`src/design/erf_ram.sv`:
```
// ---------------------------------------------------------------------------
// erf_ram
// Generic single-write, single-read RAM with registered read data.
// ---------------------------------------------------------------------------
module erf_ram #(
   parameter int WIDTH = 32,
   parameter int DEPTH = 64,
   localparam int AW = (DEPTH > 1) ? $clog2(DEPTH) : 1
) (
   input  logic             clock,
   input  logic             wr_en,
   input  logic [AW-1:0]    wr_addr,
   input  logic [WIDTH-1:0] wr_data,
   input  logic [AW-1:0]    rd_addr,
   output logic [WIDTH-1:0] rd_data
);

   logic [WIDTH-1:0] mem_ff [DEPTH];
   logic [WIDTH-1:0] rd_data_ff;

   always_ff @(posedge clock) begin
      if (wr_en) begin
         mem_ff[wr_addr] <= wr_data;
      end
      rd_data_ff <= mem_ff[rd_addr];
   end

   assign rd_data = rd_data_ff;

endmodule

```
`config.mk`:
```
export PLATFORM = sky130hd
export DESIGN_NAME = erf_ram
export DESIGN_NICKNAME = d
export VERILOG_FILES = /design/src/design/erf_ram.sv
export SDC_FILE = /design/constraint.sdc
export NUM_CORES = 2
export LEC_CHECK = 0
export BUFFER_PORTS_ARGS = -buffer_cell sky130_fd_sc_hd__buf_2
export CAP_MARGIN = 25
export CORE_ASPECT_RATIO = 1.1
export CORE_MARGIN = 4
export CORE_UTILIZATION = 57
export DETAILED_ROUTE_END_ITERATION = 12
export PLACE_DENSITY = 0.76
export SLEW_MARGIN = 30
export SYNTH_ARGS = -nofsm -noshare
export SYNTH_HDL_FRONTEND = slang
export SYNTH_SLANG_ARGS = --single-unit
```
`constraint.sdc`:
```
create_clock -name clock -period 3.2 [get_ports clock]
set_input_delay 0.16 -clock clock [delete_from_list [all_inputs] [get_ports clock]]
set_output_delay 0.16 -clock clock [all_outputs]
set_load 0.03 [all_outputs]
```
==> results.py <==
metrics = {
    "synth": {
        "synthesis.area_um2": 78500,
        "yosys_register_bits": 2080,
        "seq_area_frac_synth_pct": 79.1,
        "synth_top_area_share_pct": 78.3,
        "syn_avg_cell_area_um2": 23.6,
        "yosys.area.top_type": "edfxtp_1",
        "synth_nets": 3370,
        "syn_inst": 3324,
        "yosys-top-cells-area": "edfxtp_1 (78%), mux4_2 (16%), mux2i_1 (1.2%)",
        "ys_warn_count": 0,
        "synth_cell_types": 34,
    },
    "placed_design": {
        "hpwl_um": 109000,
        "port_buffers": 77,
        "dp.cells": 5217,
        "post_dp_cell_area_um2": 83000,
        "gp_congestion": 0.797,
    },
    "cells_and_area": {
        "final_nets": 3689,
        "fin_cells": 5610,
        "drive_gt1_share_pct": 30.6,
        "final_util_pct": 65.7,
        "nFillCells": 8260,
        "syn2layout_area_growth_pct": 14.3,
        "fin_area_um2": 89700,
    },
    "floorplan": {
        "die_y_um": 397,
        "die-area_um2": 144000,
        "start_util_pct": 57.5,
        "row_count": 142,
        "core_um2": 136000,
        "io_pins": 78,
        "dieWidth_um": 362,
    },
    "setup_path": {
        "cp-end-kind": "register",
        "start_kind": "register",
        "crit_arrival_ns": 3.12,
        "critical_path_class": "register to register",
        "cp_max_fo": 1,
        "required_ns": 3.87,
    },
    "min_path": {
        "hold_path_class": "input port to register",
    },
    "job": {
        "drv_cap": 0,
    },
    "sta": {
        "period_minus_slack_ns": 2.45,
        "setup_tns_ns": 0,
        "slew_headroom_pct": 30.3,
        "hold_viol_final": 0,
        "post-route-period-util_pct": 76.6,
        "grt_setup_unrepaired": "no",
        "setup_viol": 0,
        "slew_violations": 0,
        "fin_skew_ns": 0.0323,
        "clock.fmax_mhz": 408,
        "tightest_slew_ns": 1.05,
    },
    "global_route": {
        "grt_use_total_pct": 28.6,
        "grt_pass1_wl_um": 290000,
        "grt_max_degree": 65,
        "grt_pass1_vias": 39500,
        "antenna_found_initial": 14,
        "grt_overflow": 0,
    },
    "clock_tree": {
        "clk_latency_ns": 0.84,
        "cts-root-buf": "clkbuf_16",
        "cts_tree": "built",
        "path_clk_slew_ns": 0.06,
        "cts_buffers": 187,
        "clock-sinks": 2080,
        "ctsResizeCount": 0,
        "cts_buffer_depth": 3,
        "htreeDepth": 4,
    },
    "routing": {
        "firstDrtPassIters": 6,
        "drt-total-wl_um": 201000,
        "drtAntennaViolNets": 0,
        "avgRoutedWirePerCell_um": 35.8,
        "initialDrtViolationCount": 5901,
        "vias": 38500,
        "drc": 0,
        "viasPerCell": 6.85,
    },
    "power": {
        "leakage_nw": 28.1,
        "power.density_nw_per_um2": 625,
        "peakVddDrop_mv": 0.546,
    },
    "outcome": {
        "outcome": "completed",
    },
}
## layout by cell type (no fill, tap or decap), types with 5 or more instances in the layout
| cell | netlist | routed |
|---|---|---|
| nand2b_1 | 8 | 8 |
| nor2b_1 | 15 | 15 |
| nand3b_1 | 5 | 5 |
| clkbuf_8 | 0 | 20 |
| o22ai_1 | 84 | 84 |
| mux2i_1 | 93 | 93 |
| clkinv_2 | 0 | 28 |
| clkinv_8 | 0 | 5 |
| mux4_2 | 544 | 544 |
| nor2_4 | 0 | 62 |
| clkbuf_16 | 0 | 188 |
| o221ai_1 | 27 | 27 |
| edfxtp_1 | 2048 | 2048 |
| buf_2 | 57 | 44 |
| clkinv_1 | 0 | 39 |
| nand2_1 | 26 | 26 |
| nand3_1 | 5 | 5 |
| diode_2 | 0 | 7 |
| bufinv_16 | 0 | 20 |
| a311oi_1 | 8 | 8 |
| nor3_1 | 7 | 5 |
| dfxtp_1 | 32 | 32 |
| a22oi_1 | 12 | 12 |
| a21oi_1 | 62 | 62 |
| clkinvlp_4 | 0 | 9 |
| buf_12 | 0 | 58 |
| clkbuf_1 | 74 | 33 |
| dlygate4sd3_1 | 0 | 36 |
| buf_4 | 25 | 170 |
| nor2_1 | 137 | 75 |
## area by class of cell
| type | instances | area [um^2] | area share [%] |
|---|---|---|---|
| antenna | 7 | 17.5 | 0.0195 |
| clock buffer | 241 | 5100 | 5.69 |
| clock inverter | 108 | 1140 | 1.27 |
| multi-input combinational | 1062 | 16000 | 17.8 |
| sequential | 2080 | 62100 | 69.3 |
| tap | 1800 | 2250 | 2.51 |
| timing repair buffer | 312 | 3070 | 3.43 |
## synth_stat cells, drive strengths merged
| cell type | number |
|---|---|
| mux4 | 544 |
| nor2b | 15 |
| nand3 | 5 |
| a41o | 4 |
| a22oi | 12 |
| or3b | 5 |
| a311oi | 8 |
| and3 | 4 |
| a31oi | 1 |
| o32ai | 4 |
| clkbuf | 74 |
| or3 | 3 |
| o22ai | 84 |
| nand4 | 2 |
| dfxtp | 32 |
| mux2i | 93 |
| nand4b | 1 |
| o221ai | 27 |
| and2 | 2 |
| nor2 | 137 |
| buf | 108 |
| nand3b | 5 |
| nand2 | 26 |
| a21oi | 62 |
| nor3 | 7 |
| edfxtp | 2048 |
| nand2b | 8 |
| or2 | 3 |
## routing by layer
| layer | track usage (%) | vias up | wire length [um] |
|---|---|---|---|
| met1 | 39.1 | 20200 | 68700 |
| met2 | 45.6 | 2856 | 99000 |
| met5 | 0 | - | 81 |
| li1 | - | 14900 | - |
| met3 | 6.51 | 459 | 24400 |
| met4 | 11.3 | 12 | 8660 |
## worst paths after layout
| path | startpoint | to | slack (ns) | depth (start not counted) |
|---|---|---|---|---|
| setup / recovery | mem_ff[54][26]$_DFFE_PP_ | rd_data[26]$_DFF_P_ | 0.75 | 4 |
| hold reg to reg | mem_ff[28][4]$_DFFE_PP_ | rd_data[4]$_DFF_P_ | 0.80 | 4 |
| setup reg to reg | mem_ff[54][26]$_DFFE_PP_ | rd_data[26]$_DFF_P_ | 0.75 | 4 |
| hold / removal | wr_addr[1] | mem_ff[54][21]$_DFFE_PP_ | 0.05 | 3 |
## flip-flops by register name (all words and copies together) (netlist names)
register  flops
mem_ff     2048
rd_data      32
## metrics by stage
step | hold slack [ns] | worst slack (ns) | total power, mW
finish | 0.0530 | 0.749 | 56.0
global route | 0.0471 | 0.760 | 57.6
CTS | 0.00346 | 0.767 | 56.2
detailed placement | 0.598 | 0.00971 | 33.7
global placement | 0.604 | -0.000655 | 33.7
floorplan | 0.259 | 0.388 | 32.4
## cells by family after synthesis
kind of cell	synth area share [%]
buffers and inverters	1.13
muxes	16.8
DFF	79.1
AOI/OAI and AO/OA	1.67
and+or+nand+nor	1.27
## critical path, stage by stage, from the launching register on
cell	delay (ns)
edfxtp_1	0.40
mux4_2	0.48
mux4_2	0.50
o22ai_1	0.82
nor2_1	0.11
## what timing repair did
action	CTS	global route
hold endpoints to repair	1199	768
hold buffers	24	12
buffers inserted	0	0
## power by group
| part | leakage (nW) | switching (mW) | internal [mW] |
|---|---|---|---|
| Clock | 3.04 | 9.88 | 12.9 |
| Sequential | 18.7 | 0.143 | 30.2 |
| Combinational | 6.37 | 1.83 | 1.11 |
| Total | 28.1 | 11.9 | 44.2 |
Power figures use the tool's default switching activity.
