==> config.mk <==
export PLATFORM = sky130hd
export DESIGN_NAME = erf_sqrt
export DESIGN_NICKNAME = d
export VERILOG_FILES = /design/src/design/erf_pkg.sv /design/src/design/erf_sqrt.sv
export SDC_FILE = /design/constraint.sdc
export NUM_CORES = 1
export LEC_CHECK = 0
export BUFFER_PORTS_ARGS = -buffer_cell sky130_fd_sc_hd__buf_2
export CORE_ASPECT_RATIO = 0.75
export CORE_MARGIN = 4
export CORE_UTILIZATION = 42
export DETAILED_ROUTE_END_ITERATION = 12
export PLACE_DENSITY = 0.75
export SLEW_MARGIN = 10
export SYNTH_ARGS = -nofsm -noshare
export SYNTH_HDL_FRONTEND = slang
export SYNTH_SLANG_ARGS = --single-unit
==> constraint.sdc <==
create_clock -name clock -period 3.18 [get_ports clock]
set_clock_uncertainty 0.2 [all_clocks]
set_input_delay 0.159 -clock clock [delete_from_list [all_inputs] [get_ports clock]]
set_output_delay 0.159 -clock clock [all_outputs]
set_load 0.005 [all_outputs]
==> src/design/erf_pkg.sv <==
// ---------------------------------------------------------------------------
// erf_pkg
// Shared types, constants and saturation helpers of the ring field core.
// ---------------------------------------------------------------------------
package erf_pkg;

   localparam int RING_COUNT_DEF = 64;

   localparam logic signed [31:0] Q_MAX = 32'sh7fffffff;
   localparam logic signed [31:0] Q_MIN = 32'sh80000000;

   // operation codes carried in req_tuser
   localparam logic [1:0] OP_SPAWN  = 2'd0;
   localparam logic [1:0] OP_UPDATE = 2'd1;
   localparam logic [1:0] OP_KICK   = 2'd2;
   localparam logic [1:0] OP_UNUSED = 2'd3;

   // register indexes (byte address / 4)
   localparam logic [2:0] REG_SPAWN_RADIUS = 3'd0;
   localparam logic [2:0] REG_LIFE_BASE    = 3'd1;
   localparam logic [2:0] REG_LIFE_PER_STR = 3'd2;
   localparam logic [2:0] REG_CENTER_X     = 3'd3;
   localparam logic [2:0] REG_CENTER_Y     = 3'd4;
   localparam logic [2:0] REG_PUSH_GAIN    = 3'd5;
   localparam logic [2:0] REG_BAND_WIDTH   = 3'd6;

   localparam int CSR_AW = 5;
   localparam int CSR_DW = 32;

   // input tdata: strength, speed, time_step, pos_x, pos_y, one pad bit
   localparam int REQ_DW = 160;

   typedef struct packed {
      logic [30:0]        spawn_radius;
      logic [30:0]        life_base;
      logic [30:0]        life_per_strength;
      logic signed [31:0] center_x;
      logic signed [31:0] center_y;
      logic signed [31:0] push_gain;
      logic [30:0]        band_width;
   } cfg_type;

   typedef struct packed {
      logic signed [31:0] lifetime;
      logic signed [31:0] age;
      logic signed [31:0] strength;
      logic signed [31:0] speed;
      logic signed [31:0] radius;
   } ring_entry_type;

   localparam int ENTRY_W = $bits(ring_entry_type);

   function automatic logic signed [31:0] sat_to32(input logic signed [34:0] v);
      logic signed [31:0] r;
      if (v > 35'sd2147483647) r = Q_MAX;
      else if (v < -35'sd2147483648) r = Q_MIN;
      else r = v[31:0];
      return r;
   endfunction

   // Q16.16 product: floor shift by 16, then saturate
   function automatic logic signed [31:0] qmul_sat(input logic signed [63:0] p);
      logic signed [63:0] s;
      logic signed [31:0] r;
      s = p >>> 16;
      if (s > 64'sd2147483647) r = Q_MAX;
      else if (s < -64'sd2147483648) r = Q_MIN;
      else r = s[31:0];
      return r;
   endfunction

endpackage

==> src/design/erf_sqrt.sv <==
// ---------------------------------------------------------------------------
// erf_sqrt
// Iterative floor square root of a 64-bit value, one result bit per cycle.
// ---------------------------------------------------------------------------
module erf_sqrt
   import erf_pkg::*;
(
   input  logic        clock,
   input  logic        reset,
   input  logic        start,
   input  logic [63:0] radicand,
   output logic        done,
   output logic [31:0] root
);

   localparam logic [5:0] STEPS = 6'd32;

   logic [5:0]  cnt_ff, cnt_in;
   logic [63:0] rad_ff, rad_in;
   logic [34:0] rem_ff, rem_in;
   logic [31:0] root_ff, root_in;
   logic        done_ff, done_in;
   logic [34:0] rem_sh;
   logic [34:0] trial;

   always_comb begin
      rem_sh  = {rem_ff[32:0], rad_ff[63:62]};
      trial   = {1'b0, root_ff, 2'b01};
      cnt_in  = cnt_ff;
      rad_in  = rad_ff;
      rem_in  = rem_ff;
      root_in = root_ff;
      done_in = 1'b0;
      if (start) begin
         cnt_in  = STEPS;
         rad_in  = radicand;
         rem_in  = '0;
         root_in = '0;
      end else if (cnt_ff != '0) begin
         cnt_in  = cnt_ff - 6'd1;
         rad_in  = {rad_ff[61:0], 2'b00};
         done_in = (cnt_ff == 6'd1);
         if (rem_sh >= trial) begin
            rem_in  = rem_sh - trial;
            root_in = {root_ff[30:0], 1'b1};
         end else begin
            rem_in  = rem_sh;
            root_in = {root_ff[30:0], 1'b0};
         end
      end
   end

   always_ff @(posedge clock) begin
      if (reset) begin
         cnt_ff  <= '0;
         done_ff <= 1'b0;
      end else begin
         cnt_ff  <= cnt_in;
         done_ff <= done_in;
      end
   end

   always_ff @(posedge clock) begin
      rad_ff  <= rad_in;
      rem_ff  <= rem_in;
      root_ff <= root_in;
   end

   assign done = done_ff;
   assign root = root_ff;

endmodule

==> qor.txt <==
Outcome: finished, final reports clean
Max Cap Violations: 0
Total CTS buffers: 17
Count leader, synth: nand2_1
Beginning of the worst register-to-register path: root[10]$_SDFFE_PP0P_
Vias in the first global route: 6,613
Clk sinks: 136
P&R area growth vs syn: 28.5%
DP HPWL: 14.1 mm
Leak Pwr: 4.08 nW
EDFF count, synth: 64
CP startpoint: root[10]$_SDFFE_PP0P_
Crit-path max FO: 7
DR vias: 6,908
Seq pwr share: 0.269
Sw Pwr: 3.91 mW
Routability cong.: 0.942
Share of cells above drive strength 1: 0.246
Die span in x: 165 µm
Worst-path clk slew: 60 ps
Hold WC Path Type: reg -> reg
Sequential element share of the synthesized area: 0.432
# setup viols final: 0
Drt drc: 0
ANT nets after route: 0
Syn_nets: 924
Ys flop type: dfxtp_1
Synth Area per Inst: 9.49 µm²
Initial Utilization: 0.435
CP peak stage delay: 490 ps
CP dominant cell by count: inv_1
P_int: 5.69 mW
DR vias/cell: 5.51
First-pass GRT wire length: 33.7 mm
Worst vdd ir: 526 µV
Clk pwr share: 0.202
PnR Total Power: 9.60 mW
Area share of the largest cell type after synthesis: 0.247
Hold path start: root[31]$_SDFFE_PP0P_
CTS tree: built
FF+latch count, synth: 136
Fmax: 0.322 GHz
Critical path's slowest cell: or4_4
Final WL: 21.0 mm
Nets: 1,101
Routed WL per cell: 16.7 µm
Root buffer cell: clkbuf_16
N_diodes: 0
Critical path, cell by cell: inv_1 > ha_1 > buf_4 > nand4_1 > o41ai_1 > inv_1 > a31o_1 > nor4b_1 > or4_4 > a211oi_2
Congestion Overflow GR: 0
Max_slew headroom: 0.565
Worst EP required: 3320 ps
Leading area contributor after synthesis: edfxtp_1
Initial antenna violation count: 0
Dpl cells: 1,153
Die area: 0.0208 mm²
Category of the critical setup timing path: reg -> reg
Longest Clk Path Bufs: 2
Period minus WS final: 3100 ps
# H-tree levels: 4
Unrepaired setup endpoints after global routing: no
Yosys warns: 0
CP arrival: 3250 ps
Top post-synthesis cells by area: edfxtp_1, dfxtp_1, mux2_2
FFs w/ async S/R, synth: 0
Layout Cells excl Fill: 1,253
Pwr/cell area: 959 mW/mm²
Core area: 0.0179 mm²
Final hold vios: 0
Setup_tns: 0 ps
FILL cells: 1,583
PortBufs: 99
Boundary pin count: 100
DRT iter0 DRCs: 715
Netlist cell types: 67
Cell row count: 42
Commonest cells post-synth: nand2_1, a21oi_1, dfxtp_1, edfxtp_1, mux2_2
Slew @ Worst Pin: 644 ps
Largest net degree at the start of global routing: 81
Total track usage: 0.201
Tcrit/Tclk final: 0.975
Fraction of power spent switching nets: 0.407
Mapped Cells: 821
Combinational power share: 0.529
Worst skew pair latency: 420 ps
Die Ht: 126 µm
Number of iterations in the first detailed-routing pass: 6
Crit path launch type: register
Crit. End Element: register
Post-Syn Area: 0.00779 mm²
Final-report max-slew violation count: 0
-- cells in the final DEF (no fill, tap or decap), drive strengths merged, types with 16 or more instances in the layout --
master	n
buf	142
nand2	101
a21oi	73
dfxtp	72
dlygate4sd3	66
edfxtp	64
mux2	62
inv	50
nor2	44
ha	36
o21ai	28
a211oi	19
clkbuf	19
and3	17
mux2i	16
a31oi	16
-- final timing paths --
check / to / slack, ps / cells past startpoint
max: rem_ff[28]$_SDFFE_PP0P_ / 80 / 10
min: root[31]$_SDFFE_PP0P_ / 270 / 2
max reg2reg: rem_ff[28]$_SDFFE_PP0P_ / 80 / 10
min reg2reg: root[31]$_SDFFE_PP0P_ / 270 / 2
-- cells by family after synthesis --
logic type,share of synthesized area
xor+xnor,0.0259
mux,0.110
buf+inv,0.0507
fa+ha+maj,0.0578
compound gates,0.178
flops,0.432
simple gates,0.146
-- final cells by class --
cell class	instances	area [µm²]	share of cell area
timing repair buffer	208	1530	0.153
clock inverter	13	148	0.0148
sequential	136	3360	0.336
clock buffer	19	433	0.0432
multi-input combinational	587	4050	0.405
tap	242	303	0.0302
inverter	48	180	0.0180
-- timing repair --
item                                   4_1_cts  5_1_grt
setup endpoints to repair                    0        9
endpoints found under the hold margin       91        0
buffers inserted                             0        2
hold buffers                                66        0
resized for setup                            0        4
-- sequential cells by signal, summed over array words and instances, names as in the netlist --
signal / count
cnt_ff: 6
rad_ff: 64
done: 1
root: 32
rem_ff: 33
-- power groups by stage --
stage / clock, mW / sequential [mW] / combinational [mW]
finish: 1.94 / 2.58 / 5.08
CTS: 1.99 / 2.57 / 4.94
global route: 2.07 / 2.62 / 5.54
global placement: 0 / 2.59 / 4.80
floorplan: 0 / 2.52 / 3.56
detailed placement: 0 / 2.61 / 4.84
-- through the flow --
stage	instance area, µm²	hold WS (ps)	setup slack, ps	utilization
CTS	9980	278	129	0.557
global placement	8740	176	220	0.488
finish	10000	275	78.1	0.559
global route	10000	298	3.98	0.559
detailed placement	8740	181	184	0.488
floorplan	7790	28.4	175	-
-- per-layer routing --
layer	routed length, µm	global-route usage	up-vias
met2	8980	0.299	262
li1	-	-	3372
met1	10100	0.296	3239
met5	0	0	-
met4	355	0.0611	0
met3	1550	0.0385	35
-- critical path, delay by kind of cell, from the launching register on --
| kind | cells | cell delay, ps |
|---|---|---|
| simple gates | 3 | 860 |
| compound gates | 3 | 840 |
| fa+ha+maj | 1 | 420 |
| flops | 1 | 360 |
| buf+inv | 3 | 340 |
No activity file was read; power rests on OpenSTA's default activity.
