$ cat config.mk
export PLATFORM = sky130hd
export DESIGN_NAME = erf_csr
export DESIGN_NICKNAME = d
export VERILOG_FILES = /design/src/design/erf_pkg.sv /design/src/design/erf_csr.sv
export SDC_FILE = /design/constraint.sdc
export NUM_CORES = 1
export LEC_CHECK = 0
export BUFFER_PORTS_ARGS = -buffer_cell sky130_fd_sc_hd__buf_4
export CAP_MARGIN = 40
export CORE_MARGIN = 1.5
export CORE_UTILIZATION = 48
export CTS_BUF_LIST = sky130_fd_sc_hd__clkbuf_16
export DETAILED_ROUTE_END_ITERATION = 8
export PLACE_DENSITY = 0.77
export SYNTH_ARGS = -nofsm -noshare
export SYNTH_HDL_FRONTEND = slang
export SYNTH_SLANG_ARGS = --single-unit
$ cat constraint.sdc
create_clock -name clock -period 1.15 [get_ports clock]
set_input_delay 0.0575 -clock clock [delete_from_list [all_inputs] [get_ports clock]]
set_output_delay 0.0575 -clock clock [all_outputs]
set_load 0.01 [all_outputs]
$ cat src/design/erf_pkg.sv
// ---------------------------------------------------------------------------
// erf_pkg
// Shared types, constants and saturation helpers of the ring field core.
// ---------------------------------------------------------------------------
package erf_pkg;

   localparam int RING_COUNT_DEF = 64;

   localparam logic signed [31:0] Q_MAX = 32'sh7fffffff;
   localparam logic signed [31:0] Q_MIN = 32'sh80000000;

   // operation codes carried in req_tuser
   localparam logic [1:0] OP_SPAWN  = 2'd0;
   localparam logic [1:0] OP_UPDATE = 2'd1;
   localparam logic [1:0] OP_KICK   = 2'd2;
   localparam logic [1:0] OP_UNUSED = 2'd3;

   // register indexes (byte address / 4)
   localparam logic [2:0] REG_SPAWN_RADIUS = 3'd0;
   localparam logic [2:0] REG_LIFE_BASE    = 3'd1;
   localparam logic [2:0] REG_LIFE_PER_STR = 3'd2;
   localparam logic [2:0] REG_CENTER_X     = 3'd3;
   localparam logic [2:0] REG_CENTER_Y     = 3'd4;
   localparam logic [2:0] REG_PUSH_GAIN    = 3'd5;
   localparam logic [2:0] REG_BAND_WIDTH   = 3'd6;

   localparam int CSR_AW = 5;
   localparam int CSR_DW = 32;

   // input tdata: strength, speed, time_step, pos_x, pos_y, one pad bit
   localparam int REQ_DW = 160;

   typedef struct packed {
      logic [30:0]        spawn_radius;
      logic [30:0]        life_base;
      logic [30:0]        life_per_strength;
      logic signed [31:0] center_x;
      logic signed [31:0] center_y;
      logic signed [31:0] push_gain;
      logic [30:0]        band_width;
   } cfg_type;

   typedef struct packed {
      logic signed [31:0] lifetime;
      logic signed [31:0] age;
      logic signed [31:0] strength;
      logic signed [31:0] speed;
      logic signed [31:0] radius;
   } ring_entry_type;

   localparam int ENTRY_W = $bits(ring_entry_type);

   function automatic logic signed [31:0] sat_to32(input logic signed [34:0] v);
      logic signed [31:0] r;
      if (v > 35'sd2147483647) r = Q_MAX;
      else if (v < -35'sd2147483648) r = Q_MIN;
      else r = v[31:0];
      return r;
   endfunction

   // Q16.16 product: floor shift by 16, then saturate
   function automatic logic signed [31:0] qmul_sat(input logic signed [63:0] p);
      logic signed [63:0] s;
      logic signed [31:0] r;
      s = p >>> 16;
      if (s > 64'sd2147483647) r = Q_MAX;
      else if (s < -64'sd2147483648) r = Q_MIN;
      else r = s[31:0];
      return r;
   endfunction

endpackage

$ cat src/design/erf_csr.sv
// ---------------------------------------------------------------------------
// erf_csr
// APB register file holding the field's configuration.
// ---------------------------------------------------------------------------
module erf_csr
   import erf_pkg::*;
(
   input  logic              clock,
   input  logic              reset,
   input  logic              csr_psel,
   input  logic              csr_penable,
   input  logic              csr_pwrite,
   input  logic [CSR_AW-1:0] csr_paddr,
   input  logic [CSR_DW-1:0] csr_pwdata,
   output logic [CSR_DW-1:0] csr_prdata,
   output logic              csr_pready,
   output cfg_type           cfg
);

   cfg_type    cfg_ff, cfg_in;
   logic       wr_stb;
   logic [2:0] reg_idx;

   assign csr_pready = 1'b1;
   assign reg_idx    = csr_paddr[4:2];
   assign wr_stb     = csr_psel && csr_penable && csr_pwrite && csr_pready;

   always_comb begin
      cfg_in = cfg_ff;
      if (wr_stb) begin
         unique case (reg_idx)
            REG_SPAWN_RADIUS: cfg_in.spawn_radius      = csr_pwdata[30:0];
            REG_LIFE_BASE:    cfg_in.life_base         = csr_pwdata[30:0];
            REG_LIFE_PER_STR: cfg_in.life_per_strength = csr_pwdata[30:0];
            REG_CENTER_X:     cfg_in.center_x          = csr_pwdata;
            REG_CENTER_Y:     cfg_in.center_y          = csr_pwdata;
            REG_PUSH_GAIN:    cfg_in.push_gain         = csr_pwdata;
            REG_BAND_WIDTH:   cfg_in.band_width        = csr_pwdata[30:0];
            default:          cfg_in = cfg_ff;
         endcase
      end
   end

   always_comb begin
      unique case (reg_idx)
         REG_SPAWN_RADIUS: csr_prdata = {1'b0, cfg_ff.spawn_radius};
         REG_LIFE_BASE:    csr_prdata = {1'b0, cfg_ff.life_base};
         REG_LIFE_PER_STR: csr_prdata = {1'b0, cfg_ff.life_per_strength};
         REG_CENTER_X:     csr_prdata = cfg_ff.center_x;
         REG_CENTER_Y:     csr_prdata = cfg_ff.center_y;
         REG_PUSH_GAIN:    csr_prdata = cfg_ff.push_gain;
         REG_BAND_WIDTH:   csr_prdata = {1'b0, cfg_ff.band_width};
         default:          csr_prdata = '0;
      endcase
   end

   always_ff @(posedge clock) begin
      if (reset) begin
         cfg_ff.spawn_radius      <= 31'd393216;
         cfg_ff.life_base         <= 31'd32768;
         cfg_ff.life_per_strength <= 31'd1966;
         cfg_ff.center_x          <= '0;
         cfg_ff.center_y          <= '0;
         cfg_ff.push_gain         <= 32'sd65536;
         cfg_ff.band_width        <= 31'd1048576;
      end else begin
         cfg_ff <= cfg_in;
      end
   end

   assign cfg = cfg_ff;

endmodule

==> load_flow_metrics.sql <==
INSERT INTO impl_metrics (metric_group, metric, value, unit) VALUES
('outcome', 'outcome', 'finished with violations', ''),
('outcome', 'failed_checks', 'setup timing', ''),
('final_layout', 'fillCellCount', '1206', ''),
('power_and_ir_drop', 'power_frac_clock', '42.4', '%'),
('critical_path', 'critical_path.endpoint_type', 'output port', ''),
('routing', 'wl_per_cell', '22.7', 'µm'),
('synthesis', 'syn-cell-area', '10400', 'µm²'),
('critical_path', 'start_kind', 'flip-flop', ''),
('final_layout', 'final_cell_area', '16800', 'µm²'),
('clocking', 'cts_max_path_buffers', '3', ''),
('synthesis', 'post_synth_num_cell_types', '36', ''),
('clocking', 'clock_tree_root', 'sky130_fd_sc_hd__clkbuf_16', ''),
('power_and_ir_drop', 'seq_power_share', '45.0', '%'),
('die', 'core', '21200', 'µm²'),
('power_and_ir_drop', 'p_sw', '4320', 'µW'),
('synthesis', 'ys_warn_count', '0', ''),
('timing', 'finalWorstSetupSlack', '-650', 'ps'),
('final_layout', 'multi_input_area', '5780', 'µm²'),
('synthesis', 'ys_seq_area_share', '42.2', '%'),
('power_and_ir_drop', 'power_density', '1020', 'nW/µm²'),
('clocking', 'clk_pin_slew', '60', 'ps'),
('synthesis', 'synthTopCellsByArea', 'sky130_fd_sc_hd__dfxtp_1 42%, sky130_fd_sc_hd__mux2i_1 22%, sky130_fd_sc_hd__nand2b_1 11%, sky130_fd_sc_hd__o221a_2 2.4%, sky130_fd_sc_hd__nand3_1 2.1%', ''),
('timing', 'timing.final.setup_violations', '33', ''),
('power_and_ir_drop', 'internal-power', '12900', 'µW'),
('power_and_ir_drop', 'cellLeakagePower', '0.00772', 'µW'),
('routing', 'met3RoutedLength', '3460', 'µm'),
('power_and_ir_drop', 'power.ir.vdd_worst', '0.881', 'mV'),
('power_and_ir_drop', 'p_sw_share', '25.1', '%'),
('grt', 'global_route.usage.total', '33.8', '%'),
('routing', 'met2RoutedLength', '20000', 'µm'),
('routing', 'dr.first_iter.drc_count', '866', ''),
('routing', 'vias', '10800', ''),
('job', 'timing.max_cap.violations', '0', ''),
('synthesis', 'synth_top_cell_area_share', '42.2', '%'),
('final_layout', 'largest_reg_flops', '220', ''),
('power_and_ir_drop', 'pwr-share-comb', '12.7', '%'),
('routing', 'viasPerCell', '5.94', ''),
('synthesis', 'synth_edf_count', '0', ''),
('critical_path', 'timing.critical_path.arrival', '1740', 'ps'),
('die', 'std_cell_rows', '53', ''),
('grt', 'grt_start_max_net_pins', '46', ''),
('timing', 'fin_skew', '0', 'ps'),
('clocking', 'clock_sink_count', '220', ''),
('grt', 'via_count_of_the_first_global_routing_pass', '10900', ''),
('final_layout', 'layout.area.seq', '4540', 'µm²'),
('final_layout', 'final_util', '79.3', '%'),
('timing', 'rsz0062_at_grt', 'yes', ''),
('routing', 'detail_route.drc_violations', '0', ''),
('critical_path', 'worstSetupPathType', 'flip-flop to output port', ''),
('critical_path', 'timing.critical_path.fanout_max', '2', ''),
('min_path', 'timing.hold.worst.class', 'input port to flip-flop', ''),
('timing', 'final_min_period_over_clock_period', '157', '%'),
('grt', 'grt_first_pass_wirelength', '59500', 'µm'),
('clocking', 'tritoncts_clock_tree', 'yes', ''),
('timing', 'timing_hold_violations_final', '0', ''),
('die', 'pin_count', '295', ''),
('routing', 'detailedRoute.firstPassIterationCount', '5', ''),
('synthesis', 'post_syn_area_per_cell', '9.88', 'µm²'),
('die', 'initial_core_util', '49.3', '%'),
('synthesis', 'synth_top_area_cell', 'sky130_fd_sc_hd__dfxtp_1', ''),
('routing', 'top_signal_layer_used', 'met4', ''),
('synthesis', 'flops_latches_synth', '220', ''),
('timing', 'pins_over_their_slew_limit', '0', ''),
('synthesis', 'share_of_flip_flops_with_an_asynchronous_set_or_reset', '0', '%'),
('routing', 'drt-met1-wl', '15700', 'µm'),
('placed_design', 'port_buffers', '291', ''),
('die', 'die_y', '150', 'µm'),
('grt', 'grt_overflow', '0', ''),
('synthesis', 'flip_flop_cell_with_the_highest_count_after_synthesis', 'sky130_fd_sc_hd__dfxtp_1', ''),
('critical_path', 'critical_path_required', '1090', 'ps'),
('final_layout', 'insertedDiodeCount', '0', '');
timing repair:
item / in CTS / in global routing
gates cloned: 0 / 0
gates resized for setup: 216 / 141
setup endpoints to repair: 91 / 118
pin swaps: 33 / 28
buffers inserted: 34 / 24
hold buffers: 33 / 0
hold endpoints to repair: 185 / 0
cell families (layout without fill, tap and decap cells):
logic type,count (synthesis),in the layout,share of synthesized area [%]
AND/OR/NAND/NOR,293,293,16.3
other,1,1,0.0360
flip-flops,220,220,42.2
multiplexers,243,243,23.6
AO/OA/AOI/OAI,176,176,11.9
buffers and inverters,123,618,6.00
cells in the mapped netlist (2+ instances only):
cell                        number
sky130_fd_sc_hd__buf_6           9
sky130_fd_sc_hd__inv_1          22
sky130_fd_sc_hd__dfxtp_1       220
sky130_fd_sc_hd__a21oi_1        43
sky130_fd_sc_hd__mux2_2         11
sky130_fd_sc_hd__nand2_1         9
sky130_fd_sc_hd__and2_1          2
sky130_fd_sc_hd__buf_2          23
sky130_fd_sc_hd__o211ai_1        7
sky130_fd_sc_hd__o221a_2        22
sky130_fd_sc_hd__nand2b_1      178
sky130_fd_sc_hd__a2bb2oi_1       7
sky130_fd_sc_hd__a32oi_1         8
sky130_fd_sc_hd__a221oi_1       22
sky130_fd_sc_hd__o31ai_1        21
sky130_fd_sc_hd__nand3_1        44
sky130_fd_sc_hd__buf_4          18
sky130_fd_sc_hd__or3_1          21
sky130_fd_sc_hd__nor2b_1         4
sky130_fd_sc_hd__mux2i_1       231
sky130_fd_sc_hd__o21ai_0        43
sky130_fd_sc_hd__nor2_1         27
sky130_fd_sc_hd__nand2_2         2
sky130_fd_sc_hd__clkbuf_1       50
final cells by class:
class / instances / area share [%]
multi-input combinational: 713 / 34.4
timing repair buffer: 555 / 31.7
sequential: 220 / 27.1
clock buffer: 23 / 3.43
inverter: 22 / 0.492
tap: 275 / 2.05
clock inverter: 18 / 0.872
stage by stage:
step / hold WS, ps / cells / total power (µW) / setup TNS, ps / setup WS (ps)
3_5_place_dp: 291 / 1714 / 9750 / -27230 / -232
3_3_place_gp: 285 / 1714 / 9730 / -21700 / -239
5_1_grt: 58.8 / 1826 / 17600 / -15630 / -671
6_report: 67.7 / 1826 / 17200 / -14100 / -650
4_1_cts: 24.9 / 1817 / 17100 / -13610 / -654
2_1_floorplan: 175 / 1056 / 8810 / 0 / 13.9
power by group through the flow:
stage | sequential, µW | combinational, µW | clock (µW)
after detailed placement | 7890 | 1870 | 0
after global routing | 7730 | 2260 | 7640
after global placement | 7890 | 1840 | 0
after floorplan | 7910 | 899 | 0
after CTS | 7720 | 2030 | 7320
final | 7730 | 2170 | 7280
placed cells by master (no fill, tap or decap), drive strengths merged, types with 2 or more instances in the layout:
| cell type | instances |
|---|---|
| buf | 522 |
| mux2i | 231 |
| dfxtp | 220 |
| nand2b | 178 |
| nand3 | 44 |
| a21oi | 43 |
| o21ai | 43 |
| dlygate4sd3 | 33 |
| nor2 | 27 |
| clkbuf | 23 |
| inv | 23 |
| a221oi | 22 |
| o221a | 22 |
| or3 | 21 |
| o31ai | 21 |
| clkinv | 13 |
| nand2 | 12 |
| mux2 | 11 |
| a32oi | 8 |
| a2bb2oi | 7 |
| o211ai | 7 |
| nor2b | 4 |
| and2 | 2 |
| clkinvlp | 2 |
| bufinv | 2 |
worst max-delay path, stage by stage (launching register included):
cell	delay, ps
sky130_fd_sc_hd__dfxtp_2	330
sky130_fd_sc_hd__mux4_2	490
sky130_fd_sc_hd__mux2_4	300
sky130_fd_sc_hd__buf_6	120
per-layer routing:
layer,track usage (%),vias to the layer above
met5,0,-
met4,18.0,0
met3,6.24,188
met2,57.3,687
met1,40.6,5249
li1,-,4718
path summary, 6_finish.rpt:
kind | startpoint | to | slack [ps] | cells after the start
max | cfg[104] | csr_prdata[9] | -650 | 3
max reg2reg | cfg[35] | cfg[35] | 200 | 3
min reg2reg | cfg[27] | cfg[27] | 480 | 2
min | reset | cfg[132] | 70 | 3
(Power assumes the default switching activity.)
