===== config.mk =====
export PLATFORM = sky130hd
export DESIGN_NAME = erf_div
export DESIGN_NICKNAME = d
export VERILOG_FILES = /design/src/design/erf_pkg.sv /design/src/design/erf_div.sv
export SDC_FILE = /design/constraint.sdc
export NUM_CORES = 1
export LEC_CHECK = 0
export ABC_AREA = 1
export BUFFER_PORTS_ARGS = -buffer_cell sky130_fd_sc_hd__buf_2
export CORE_MARGIN = 2
export CORE_UTILIZATION = 60
export DETAILED_ROUTE_END_ITERATION = 8
export PLACE_DENSITY = 0.92
export SLEW_MARGIN = 0
export SYNTH_ARGS = -nofsm -noshare
export SYNTH_HDL_FRONTEND = slang
export SYNTH_SLANG_ARGS = --single-unit

===== constraint.sdc =====
create_clock -name clock -period 7.5 [get_ports clock]
set_clock_uncertainty 0.05 [all_clocks]
set_input_delay 1.5 -clock clock [delete_from_list [all_inputs] [get_ports clock]]
set_output_delay 1.5 -clock clock [all_outputs]
set_load 0.01 [all_outputs]

===== src/design/erf_pkg.sv =====
// ---------------------------------------------------------------------------
// erf_pkg
// Shared types, constants and saturation helpers of the ring field core.
// ---------------------------------------------------------------------------
package erf_pkg;

   localparam int RING_COUNT_DEF = 64;

   localparam logic signed [31:0] Q_MAX = 32'sh7fffffff;
   localparam logic signed [31:0] Q_MIN = 32'sh80000000;

   // operation codes carried in req_tuser
   localparam logic [1:0] OP_SPAWN  = 2'd0;
   localparam logic [1:0] OP_UPDATE = 2'd1;
   localparam logic [1:0] OP_KICK   = 2'd2;
   localparam logic [1:0] OP_UNUSED = 2'd3;

   // register indexes (byte address / 4)
   localparam logic [2:0] REG_SPAWN_RADIUS = 3'd0;
   localparam logic [2:0] REG_LIFE_BASE    = 3'd1;
   localparam logic [2:0] REG_LIFE_PER_STR = 3'd2;
   localparam logic [2:0] REG_CENTER_X     = 3'd3;
   localparam logic [2:0] REG_CENTER_Y     = 3'd4;
   localparam logic [2:0] REG_PUSH_GAIN    = 3'd5;
   localparam logic [2:0] REG_BAND_WIDTH   = 3'd6;

   localparam int CSR_AW = 5;
   localparam int CSR_DW = 32;

   // input tdata: strength, speed, time_step, pos_x, pos_y, one pad bit
   localparam int REQ_DW = 160;

   typedef struct packed {
      logic [30:0]        spawn_radius;
      logic [30:0]        life_base;
      logic [30:0]        life_per_strength;
      logic signed [31:0] center_x;
      logic signed [31:0] center_y;
      logic signed [31:0] push_gain;
      logic [30:0]        band_width;
   } cfg_type;

   typedef struct packed {
      logic signed [31:0] lifetime;
      logic signed [31:0] age;
      logic signed [31:0] strength;
      logic signed [31:0] speed;
      logic signed [31:0] radius;
   } ring_entry_type;

   localparam int ENTRY_W = $bits(ring_entry_type);

   function automatic logic signed [31:0] sat_to32(input logic signed [34:0] v);
      logic signed [31:0] r;
      if (v > 35'sd2147483647) r = Q_MAX;
      else if (v < -35'sd2147483648) r = Q_MIN;
      else r = v[31:0];
      return r;
   endfunction

   // Q16.16 product: floor shift by 16, then saturate
   function automatic logic signed [31:0] qmul_sat(input logic signed [63:0] p);
      logic signed [63:0] s;
      logic signed [31:0] r;
      s = p >>> 16;
      if (s > 64'sd2147483647) r = Q_MAX;
      else if (s < -64'sd2147483648) r = Q_MIN;
      else r = s[31:0];
      return r;
   endfunction

endpackage


===== src/design/erf_div.sv =====
// ---------------------------------------------------------------------------
// erf_div
// Two-lane restoring divider, shared divisor, truncating signed quotient.
// Quotient magnitude must fit 32 bits (|num| < den * 2^32).
// ---------------------------------------------------------------------------
module erf_div
   import erf_pkg::*;
(
   input  logic               clock,
   input  logic               reset,
   input  logic               start,
   input  logic signed [63:0] num_x,
   input  logic signed [63:0] num_y,
   input  logic [32:0]        den,
   output logic               done,
   output logic signed [31:0] quo_x,
   output logic signed [31:0] quo_y
);

   localparam int         LANES = 2;
   localparam logic [5:0] STEPS = 6'd32;

   logic [5:0]              cnt_ff, cnt_in;
   logic                    done_ff, done_in;
   logic [32:0]             den_ff, den_in;
   logic [LANES-1:0]        neg_ff, neg_in;
   logic [LANES-1:0][32:0]  rem_ff, rem_in;
   logic [LANES-1:0][31:0]  sh_ff, sh_in;
   logic [LANES-1:0][31:0]  q_ff, q_in;
   logic [LANES-1:0][63:0]  num;
   logic [LANES-1:0][63:0]  mag;
   logic [LANES-1:0][33:0]  rem_sh;
   logic [LANES-1:0][31:0]  quo;

   always_comb begin
      num[0]  = num_x;
      num[1]  = num_y;
      cnt_in  = cnt_ff;
      done_in = 1'b0;
      den_in  = den_ff;
      neg_in  = neg_ff;
      rem_in  = rem_ff;
      sh_in   = sh_ff;
      q_in    = q_ff;
      if (start) begin
         cnt_in = STEPS;
         den_in = den;
      end else if (cnt_ff != '0) begin
         cnt_in  = cnt_ff - 6'd1;
         done_in = (cnt_ff == 6'd1);
      end
      for (int l = 0; l < LANES; l++) begin
         mag[l]    = num[l][63] ? (64'd0 - num[l]) : num[l];
         rem_sh[l] = {rem_ff[l], sh_ff[l][31]};
         quo[l]    = neg_ff[l] ? (32'd0 - q_ff[l]) : q_ff[l];
         if (start) begin
            neg_in[l] = num[l][63];
            rem_in[l] = {1'b0, mag[l][63:32]};
            sh_in[l]  = mag[l][31:0];
            q_in[l]   = '0;
         end else if (cnt_ff != '0) begin
            sh_in[l] = {sh_ff[l][30:0], 1'b0};
            if (rem_sh[l] >= {1'b0, den_ff}) begin
               rem_in[l] = 33'(rem_sh[l] - {1'b0, den_ff});
               q_in[l]   = {q_ff[l][30:0], 1'b1};
            end else begin
               rem_in[l] = rem_sh[l][32:0];
               q_in[l]   = {q_ff[l][30:0], 1'b0};
            end
         end
      end
   end

   always_ff @(posedge clock) begin
      if (reset) begin
         cnt_ff  <= '0;
         done_ff <= 1'b0;
      end else begin
         cnt_ff  <= cnt_in;
         done_ff <= done_in;
      end
   end

   always_ff @(posedge clock) begin
      den_ff <= den_in;
      neg_ff <= neg_in;
      rem_ff <= rem_in;
      sh_ff  <= sh_in;
      q_ff   <= q_in;
   end

   assign done  = done_ff;
   assign quo_x = quo[0];
   assign quo_y = quo[1];

endmodule


==> results of run 1 <==
[layout make-up]
type                    instances  area, um^2  share of cell area, %
repair buffers                234        1200                   5.30
clock inverters                12        66.3                  0.292
inverters                     482        1810                   8.00
diodes                          2        5.00                 0.0221
clock buffers                  36         793                   3.50
flip-flops and latches        236        6360                   28.0
well taps                     448         561                   2.47
multi-input cells            2389       11900                   52.4
[logic make-up (layout without fill, tap and decap cells)]
kind of cell,Yosys count,in the layout,synth area share (%)
buffers and inverters,565,764,10.8
DFF,236,236,31.1
and+or+nand+nor,1835,1835,37.9
AOI/OAI and AO/OA,320,320,8.68
other,0,2,0
xor gates and xnor gates,160,160,6.86
adders and majority gates,74,74,4.60
[flip-flops by register name (all words and copies together) (netlist names)]
| register | cells |
|---|---|
| cnt_ff | 6 |
| rem_ff | 66 |
| rem_sh | 2 |
| done | 1 |
| sh_ff | 62 |
| den_ff | 33 |
| neg_ff | 2 |
| q_ff | 64 |
[layer usage]
metal | wire, um | vias up | GRT usage [%]
met5 | 27 | - | 0
met2 | 26900 | 1157 | 53.3
li1 | - | 10550 | -
met1 | 25700 | 9643 | 46.6
met3 | 6580 | 216 | 6.15
met4 | 3330 | 4 | 16.2
[metrics by stage]
step | setup slack (ns) | power [mW] | instances | area (um^2)
finish | 3.21 | 7.44 | 3839 | 22700
detailed placement | 3.07 | 6.02 | 3789 | 21800
floorplan | 1.06 | 5.07 | 3190 | 20400
global placement | 3.12 | 5.94 | 3789 | 21800
global route | 2.91 | 8.00 | 3839 | 22700
CTS | 3.24 | 7.35 | 3837 | 22700
[worst register-to-register path, delay by kind of cell (launching register included)]
family / cells / cell delay (ns)
simple gates: 9 / 1.80
fa+ha+maj: 1 / 0.34
flops: 1 / 0.32
buf+inv: 2 / 0.17
compound gates: 1 / 0.22
[synthesized netlist by cell type (30+ instances only)]
cell	number	share of area [%]
nand4_1	45	1.4
dfxtp_1	73	7.2
o21ai_0	118	2.9
edfxtp_1	163	24
ha_1	72	4.4
a21oi_1	87	2.1
inv_1	478	8.8
nor2_1	364	6.7
clkbuf_1	50	0.92
xor2_1	112	4.8
nand3_1	239	5.9
o22ai_1	63	1.9
xnor2_1	48	2.1
nor3_1	30	0.73
nand2_1	1053	19
[where the power goes]
group          internal (mW)  total, mW  switching [mW]
combinational           1.38       4.13            2.75
sequential              1.81       2.01           0.201
clock                  0.740       1.30           0.558
total                   3.93       7.44            3.51
[worst paths after layout]
| kind | from | to | slack (ns) | depth (start not counted) |
|---|---|---|---|---|
| worst max-delay path | q_ff[33] | quo_y[28] | 3.21 | 11 |
| worst min-delay path | cnt_ff[3] | cnt_ff[3] | 0.43 | 2 |
| worst max register to register | den_ff[32] | rem_ff[54] | 4.34 | 13 |
| worst min register to register | cnt_ff[3] | cnt_ff[3] | 0.43 | 2 |
==> out/qor.txt, run 1 <==
status -> completed
CTS H-tree depth -> 1
total CTS buffers -> 26
Setup crit end kind -> output port
hold slack -> 0.429 ns
Rel. slew slack -> 20.5%
total gr overflow -> 0
wire length per cell -> 16.3 um
Finish-stage setup viols -> 0
largest net degree at the start of global routing -> 103
actual slew at the worst max-slew pin -> 1.19 ns
DRT Pass-1 Iters -> 6
maximum VDD drop -> 248 uV
setup TNS -> 0 ns
Post-route DRC -> 0
Top-Level Pins -> 229
drt initial violations -> 2,350
Longest Clk Path Bufs -> 3
WP buf/inv -> 2
Starting Density -> 60.9%
Ys Warns -> 0
initial antenna violation count -> 5
Avg Inst Size Synth -> 6.41 um^2
CP delay by family, top -> simple AND/OR/NAND/NOR gates
Layout Nets -> 3,607
Syn Nets -> 3,428
die height -> 189 um
most frequent cells in the layout -> nand2_1 (1,052), inv_1 (477), nor2_1 (364), nand3_1 (238), buf_2 (227)
crit path DAT -> 2.74 ns
area of the mapped netlist -> 20,400 um^2
RSZ-0062 raised after global routing -> no
Post-DP HPWL -> 47,400 um
clock-pin transition on the worst setup and hold timing paths -> 0.06 ns
period utilization -> 57.2%
hold_buf cts -> 0
fillers -> 2,979
Die W -> 189 um
async set or reset register ratio after synthesis -> 0%
root buffer cell -> clkbuf_16
EDFF count, synth -> 163
final WL -> 62,600 um
final core occ -> 67.6%
Worst path max stage delay -> 0.39 ns
fmax -> 233 MHz
sequential area share after synthesis -> 31.1%
share of cells above drive strength 1 -> 10.4%
core area -> 33,500 um^2
vias in the first global route -> 19,874
slowest cell on the critical path -> o21ai_0
Min-Delay Path Class -> reg -> reg
maxcap violations -> 0
global-route wire length before repair -> 99,100 um
most common cell after layout, fill and taps aside -> nand2_1
Leak -> 11.5 nW
die area -> 35,600 um^2
Crit Path Category -> reg -> out
CTS resizes -> 0
postcts setup bufs -> 0
synth-to-layout area growth -> 11.0%
Cells after Synth -> 3,190
Sinks on Clock Net -> 236
site row count -> 67
DR vias/cell -> 5.62
CTS tree -> yes
final number of max-transition violations -> 0
Port Buffer Count -> 228
peak fanout along the critical path -> 4
crit path launch type -> flop
P per Cell Area -> 328 nW/um^2
Final Hold Viols -> 0
flops & latches, synth -> 236
Routed Antenna Nets -> 0
WP data required -> 5.95 ns
Yosys cell types -> 48
GRT Overall Usage -> 34.4%
top_reg_cell synth -> edfxtp_1
CP Cell Sequence -> inv_1 > ha_1 > nand3_1 > nor2_1 > nand2_1 > nor2_1 > nand3_1 > o21ai_0 > nand2_1 > xor2_1 > buf_2
via count -> 21,570
Period minus WS final -> 4.29 ns
Clk Latency, worst-skew pair -> 0.57 ns
routability congestion estimate -> 0.990
No activity file was read; power rests on OpenSTA's default activity.
==> inputs of run 2 (changes only) <==
==> constraint.sdc (replaced) <==
create_clock -name clock -period 4.2 [get_ports clock]
set_clock_uncertainty 0.05 [all_clocks]
set_input_delay 0.84 -clock clock [delete_from_list [all_inputs] [get_ports clock]]
set_output_delay 0.84 -clock clock [all_outputs]
set_load 0.01 [all_outputs]
==> run 2 against run 1 <==
  * Hold slack got worse by 0.064 ns
  * Die area unchanged
  * Worst setup slack got worse by 2.8 ns
  * Count of clock-buffer cells in the layout increased by 1
  * Power increased by 80%
  * Global-route usage increased by 0.52 points
  * Final area increased by 0.44%
  * Critical path type unchanged
==> out/qor.txt, run 2 (synthesis results as in run 1) <==
Worst path max stage delay -> 0.33 ns (-0.06 ns)
postcts setup bufs -> 0 (unchanged)
via count -> 21,601 (+0.14%)
Min-Delay Path Class -> in -> reg
period utilization -> 90.8%
core area -> 33,500 um^2 (unchanged)
net switching power of the design -> 6.32 mW (+80%)
site row count -> 67 (unchanged)
WP buf/inv -> 2 (unchanged)
Int Power -> 7.09 mW (+80%)
switching share of power -> 47.2% (about the same)
largest net degree at the start of global routing -> 104 (+0.97%)
status -> completed
Die W -> 189 um (unchanged)
Routed Antenna Nets -> 0 (unchanged)
GRT Overall Usage -> 34.9% (+0.52 points)
maximum VDD drop -> 380 uV (+54%)
fmax -> 262 MHz
WP data required -> 3.31 ns (-2.64 ns)
CTS H-tree depth -> 1 (unchanged)
most common cell after layout, fill and taps aside -> nand2_1
DRT Pass-1 Iters -> 6 (unchanged)
Top-Level Pins -> 229 (unchanged)
Setup crit end kind -> output port
slowest cell on the critical path -> dfxtp_1
CP Cell Sequence -> inv_1 > ha_1 > nand3_1 > nor2_1 > nand2_1 > nor2_1 > a21oi_1 > a21oi_1 > o21ai_0 > xor2_1 > buf_2
Longest Clk Path Bufs -> 3 (unchanged)
biggest regs -> rem_ff x66, q_ff x64, sh_ff x62
initial antenna violation count -> 6 (+1)
clock power share -> 18.0% (+0.6 points)
total gr overflow -> 0 (unchanged)
CTS resizes -> 0 (unchanged)
final number of max-transition violations -> 0 (unchanged)
CP delay by family, top -> simple AND/OR/NAND/NOR gates
maxcap violations -> 0 (unchanged)
Starting Density -> 60.9% (unchanged)
Comb power frac -> 55.4% (about the same)
Largest Register -> rem_ff
root buffer cell -> clkbuf_16
Post-route DRC -> 0 (unchanged)
clock-pin transition on the worst setup and hold timing paths -> 0.06 ns (about the same)
drt initial violations -> 2,651 (+13%)
synth-to-layout area growth -> 11.4%
Final Hold Viols -> 0 (unchanged)
hold_buf cts -> 0 (unchanged)
die height -> 189 um (unchanged)
crit path launch type -> flop
total CTS buffers -> 27 (+3.8%)
P per Cell Area -> 589 nW/um^2 (+80%)
Largest register FFs -> 66 (unchanged)
Post-DP HPWL -> 48,500 um (+2.3%)
share of cells above drive strength 1 -> 10.7% (+0.30 points)
Clk Latency, worst-skew pair -> 0.59 ns (+0.02 ns)
routability congestion estimate -> 1.03 (+4.0%)
Finish-stage setup viols -> 0 (unchanged)
final WL -> 63,500 um (+1.4%)
die area -> 35,600 um^2 (unchanged)
Leak -> 11.5 nW (+0.47%)
crit path DAT -> 2.92 ns (+0.18 ns)
most frequent cells in the layout -> nand2_1 (1,052), inv_1 (477), nor2_1 (364), nand3_1 (238), buf_2 (227)
DR vias/cell -> 5.61 (-0.14%)
CTS tree -> yes
actual slew at the worst max-slew pin -> 1.21 ns (+0.0226 ns)
sequential share of power -> 26.6% (-0.5 points)
setup TNS -> 0 ns (unchanged)
Crit Path Category -> reg -> out
global-route wire length before repair -> 100,000 um (+1.1%)
hold slack -> 0.365 ns (-0.0643 ns)
wire length per cell -> 16.5 um (+1.1%)
peak fanout along the critical path -> 3 (-1)
Rel. slew slack -> 19.0% (-1.5 points)
Layout Nets -> 3,614 (+0.19%)
Port Buffer Count -> 228 (unchanged)
Period minus WS final -> 3.81 ns
RSZ-0062 raised after global routing -> no
vias in the first global route -> 19,801 (-0.37%)
Sinks on Clock Net -> 236 (unchanged)
## run 2: metal layers
metal	global-route usage, %	wire length, um	vias up
met3	5.61	6410	210
li1	-	-	10568
met5	0	11	-
met2	55.2	27800	1201
met4	15.7	3120	2
met1	47.1	26100	9620
## run 2: layout make-up
type,instances,area (um^2)
Inverter,482,1810
Antenna cell,5,12.5
Multi-Input combinational cell,2389,11900
Clock inverter,13,106
Sequential cell,236,6360
Tap cell,448,561
Fill cell,3043,10800
Clock buffer,37,787
Timing Repair Buffer,240,1260
## run 2: final timing paths
kind / cells after the start / end / slack [ns] / from
worst max register to register: 12 / rem_ff[38] / 1.22 / rem_ff[58]
worst min-delay path: 2 / cnt_ff[5] / 0.36 / reset
worst max-delay path: 11 / quo_y[30] / 0.39 / q_ff[32]
worst min register to register: 2 / cnt_ff[5] / 0.45 / cnt_ff[5]
## run 2: power groups by stage
| stage | clock, mW | combinational [mW] | sequential, mW |
|---|---|---|---|
| 4_1_cts | 2.41 | 7.27 | 3.56 |
| 3_3_place_gp | 0 | 7.10 | 3.58 |
| 6_report | 2.41 | 7.43 | 3.57 |
| 3_5_place_dp | 0 | 7.18 | 3.60 |
| 2_1_floorplan | 0 | 5.58 | 3.47 |
| 5_1_grt | 2.50 | 8.26 | 3.61 |
## run 2: through the flow
stage / area [um^2] / power, mW / util [%] / std cells / setup WS [ns]
3_5_place_dp: 21900 / 10.8 / 65.2 / 3795 / 1.08
2_1_floorplan: 20400 / 9.04 / - / 3190 / 0.431
6_report: 22800 / 13.4 / 67.9 / 3850 / 0.386
4_1_cts: 22800 / 13.2 / 67.9 / 3845 / 0.479
3_3_place_gp: 21900 / 10.7 / 65.2 / 3795 / 1.13
5_1_grt: 22800 / 14.4 / 67.9 / 3849 / 0.223
==> inputs of run 3 (changes only) <==
--- a/config.mk
+++ b/config.mk
@@ -15,3 +15,4 @@
 export SYNTH_ARGS = -nofsm -noshare
 export SYNTH_HDL_FRONTEND = slang
 export SYNTH_SLANG_ARGS = --single-unit
+export TNS_END_PERCENT = 10
==> constraint.sdc (replaced) <==
create_clock -name clock -period 4.2 [get_ports clock]
set_clock_uncertainty 0.05 [all_clocks]
set_input_delay 0.63 -clock clock [delete_from_list [all_inputs] [get_ports clock]]
set_output_delay 0.63 -clock clock [all_outputs]
set_load 0.01 [all_outputs]
==> run 3 against run 2 <==
  * Register-to-register slack gained 0.04 ns
  * Count of clock-buffer cells in the layout did not move
  * Cell count is 0.10% lower
  * Sequential share of layout area up 0.066 points
  * Via count about the same
  * Sequential power hardly changed
  * Combinational power about the same
  * Global-route usage is 0.60 points lower
  * Die area unchanged
  * Routed wire length shrank 0.78%
  * Clock power decreased by 3%
  * Fmax up 11%
  * Largest cell class unchanged
  * Largest power group unchanged
==> out/qor.txt, run 3 (synthesis results as in run 1) <==
global-route wire length before repair -> 98,700 um (-1.4%)
maxcap violations -> 0 (unchanged)
Starting Density -> 60.9% (unchanged)
fmax -> 290 MHz (+11%)
largest net degree at the start of global routing -> 110 (+5.8%)
net switching power of the design -> 6.30 mW (-0.43%)
crit path launch type -> flop
WP buf/inv -> 2 (unchanged)
RR Startpoint -> rem_ff[31]
Routed Antenna Nets -> 0 (unchanged)
final core occ -> 67.8% (-0.16 points)
setup TNS -> 0 ns (unchanged)
hold_buf cts -> 0 (unchanged)
Min-Delay Path Class -> in -> reg
status -> completed
CTS H-tree depth -> 1 (unchanged)
CP Cell Sequence -> inv_1 > a21oi_1 > a21oi_1 > o21ai_0 > xor2_1 > buf_2
root buffer cell -> clkbuf_16
Port Buffer Count -> 228 (unchanged)
die area -> 35,600 um^2 (unchanged)
RSZ-0062 raised after global routing -> no
Layout Nets -> 3,611 (-0.083%)
clock power share -> 17.6% (-0.4 points)
footprint of the multi-input gates -> 11,900 um^2 (unchanged)
Finish-stage setup viols -> 0 (unchanged)
Period minus WS final -> 3.45 ns (-0.367 ns)
CP delay by family, top -> flip-flops
switching share of power -> 47.3% (+0.13 points)
Final Hold Viols -> 0 (unchanged)
drt initial violations -> 2,454 (-7.4%)
Setup crit end kind -> output port
Post-route DRC -> 0 (unchanged)
routability congestion estimate -> 0.996 (-3.3%)
Non-Filler Instances -> 3,846 (-0.10%)
Comb power frac -> 55.6% (+0.2 points)
clock-pin transition on the worst setup and hold timing paths -> 0.07 ns (about the same)
period utilization -> 82.1% (-8.7 points)
critical path's most frequent cell -> a21oi_1
total CTS buffers -> 27 (unchanged)
Worst path max stage delay -> 0.82 ns (+0.49 ns)
final number of max-transition violations -> 0 (unchanged)
Leak -> 11.5 nW (-0.31%)
synth-to-layout area growth -> 11.2%
post-route cell area -> 22,700 um^2 (-0.24%)
Largest register FFs -> 66 (unchanged)
most frequent cells in the layout -> nand2_1 (1,052), inv_1 (477), nor2_1 (364), nand3_1 (238), buf_2 (227)
initial antenna violation count -> 7 (+1)
CTS tree -> yes
hold path startpoint -> den[28]
Largest Register -> rem_ff
WP data required -> 3.52 ns (+0.21 ns)
wire length per cell -> 16.4 um (-0.67%)
Post-DP HPWL -> 48,000 um (-0.91%)
Clk Latency, worst-skew pair -> 0.58 ns (about the same)
P per Cell Area -> 586 nW/um^2 (-0.48%)
Top-Level Pins -> 229 (unchanged)
final WL -> 63,000 um (-0.78%)
CTS resizes -> 0 (unchanged)
biggest regs -> rem_ff x66, q_ff x64, sh_ff x62
vias in the first global route -> 19,591 (-1.1%)
Int Power -> 7.02 mW (-0.96%)
DR vias/cell -> 5.62 (about the same)
Die W -> 189 um (unchanged)
share of cells above drive strength 1 -> 10.5% (-0.17 points)
sequential share of power -> 26.8% (+0.2 points)
Rel. slew slack -> 21.4% (+2.4 points)
worst setup path startpoint -> neg_ff[1]
fillers -> 2,961 (-2.7%)
most common cell after layout, fill and taps aside -> nand2_1
register area -> 6360 um^2 (unchanged)
DRT Pass-1 Iters -> 6 (unchanged)
peak fanout along the critical path -> 20 (+17)
Sinks on Clock Net -> 236 (unchanged)
actual slew at the worst max-slew pin -> 1.18 ns (-0.0320 ns)
GRT Overall Usage -> 34.3% (-0.60 points)
total gr overflow -> 0 (unchanged)
Crit Path Category -> reg -> out
site row count -> 67 (unchanged)
core area -> 33,500 um^2 (unchanged)
Placed Area -> 21,800 um^2 (-0.10%)
via count -> 21,596 (-0.023%)
Longest Clk Path Bufs -> 3 (unchanged)
slowest cell on the critical path -> edfxtp_1
postcts setup bufs -> 0 (unchanged)
crit path DAT -> 2.77 ns (-0.15 ns)
die height -> 189 um (unchanged)
maximum VDD drop -> 376 uV (-1.0%)
placed cells -> 3,792 (-0.079%)
-- run 3: cell types whose count changed in the layout (fill, tap and decap cells not counted), sizes merged --
cell      before  now
bufinv         1    0
clkinv        10    9
buf          240  237
clkinvlp       0    1
diode          5    4
inv          484  485
-- run 3: layer usage --
layer / global-route usage (%) / up-vias / routed length [um]
met5: 0 / - / 32
met3: 5.79 / 200 / 6390
met1: 46.7 / 9645 / 25900
met4: 14.8 / 6 / 3050
met2: 53.8 / 1190 / 27500
li1: - / 10555 / -
-- run 3: cell type report --
cell class | instances | share of cell area (%)
antenna | 4 | 0.0441
clock buffer | 37 | 3.46
clock inverter | 13 | 0.341
inverter | 482 | 7.98
multi-input combinational | 2389 | 52.3
sequential | 236 | 28.0
tap | 448 | 2.47
timing repair buffer | 237 | 5.44
-- run 3: power groups by stage --
stage                     Sequential (mW)  Clock (mW)  Combinational (mW)
after floorplan                      3.47           0                5.58
after global placement               3.58           0                7.09
after detailed placement             3.60           0                7.17
after CTS                            3.56        2.36                7.24
after global routing                 3.61        2.44                8.25
final                                3.57        2.34                7.41
-- run 3: through the flow --
stage          total power, mW  setup slack (ns)  hold slack (ns)
6_report                  13.3             0.753            0.181
5_1_grt                   14.3             0.500            0.175
4_1_cts                   13.2             0.787            0.166
3_5_place_dp              10.8              1.37            0.419
3_3_place_gp              10.7              1.37            0.408
2_1_floorplan             9.04             0.641            0.394
-- run 3: worst paths after layout --
kind | to | slack [ns] | depth (start not counted)
hold reg to reg | cnt_ff[3] | 0.42 | 2
setup reg to reg | rem_ff[1] | 1.26 | 12
setup / recovery | quo_y[30] | 0.75 | 6
hold / removal | den_ff[28] | 0.18 | 1
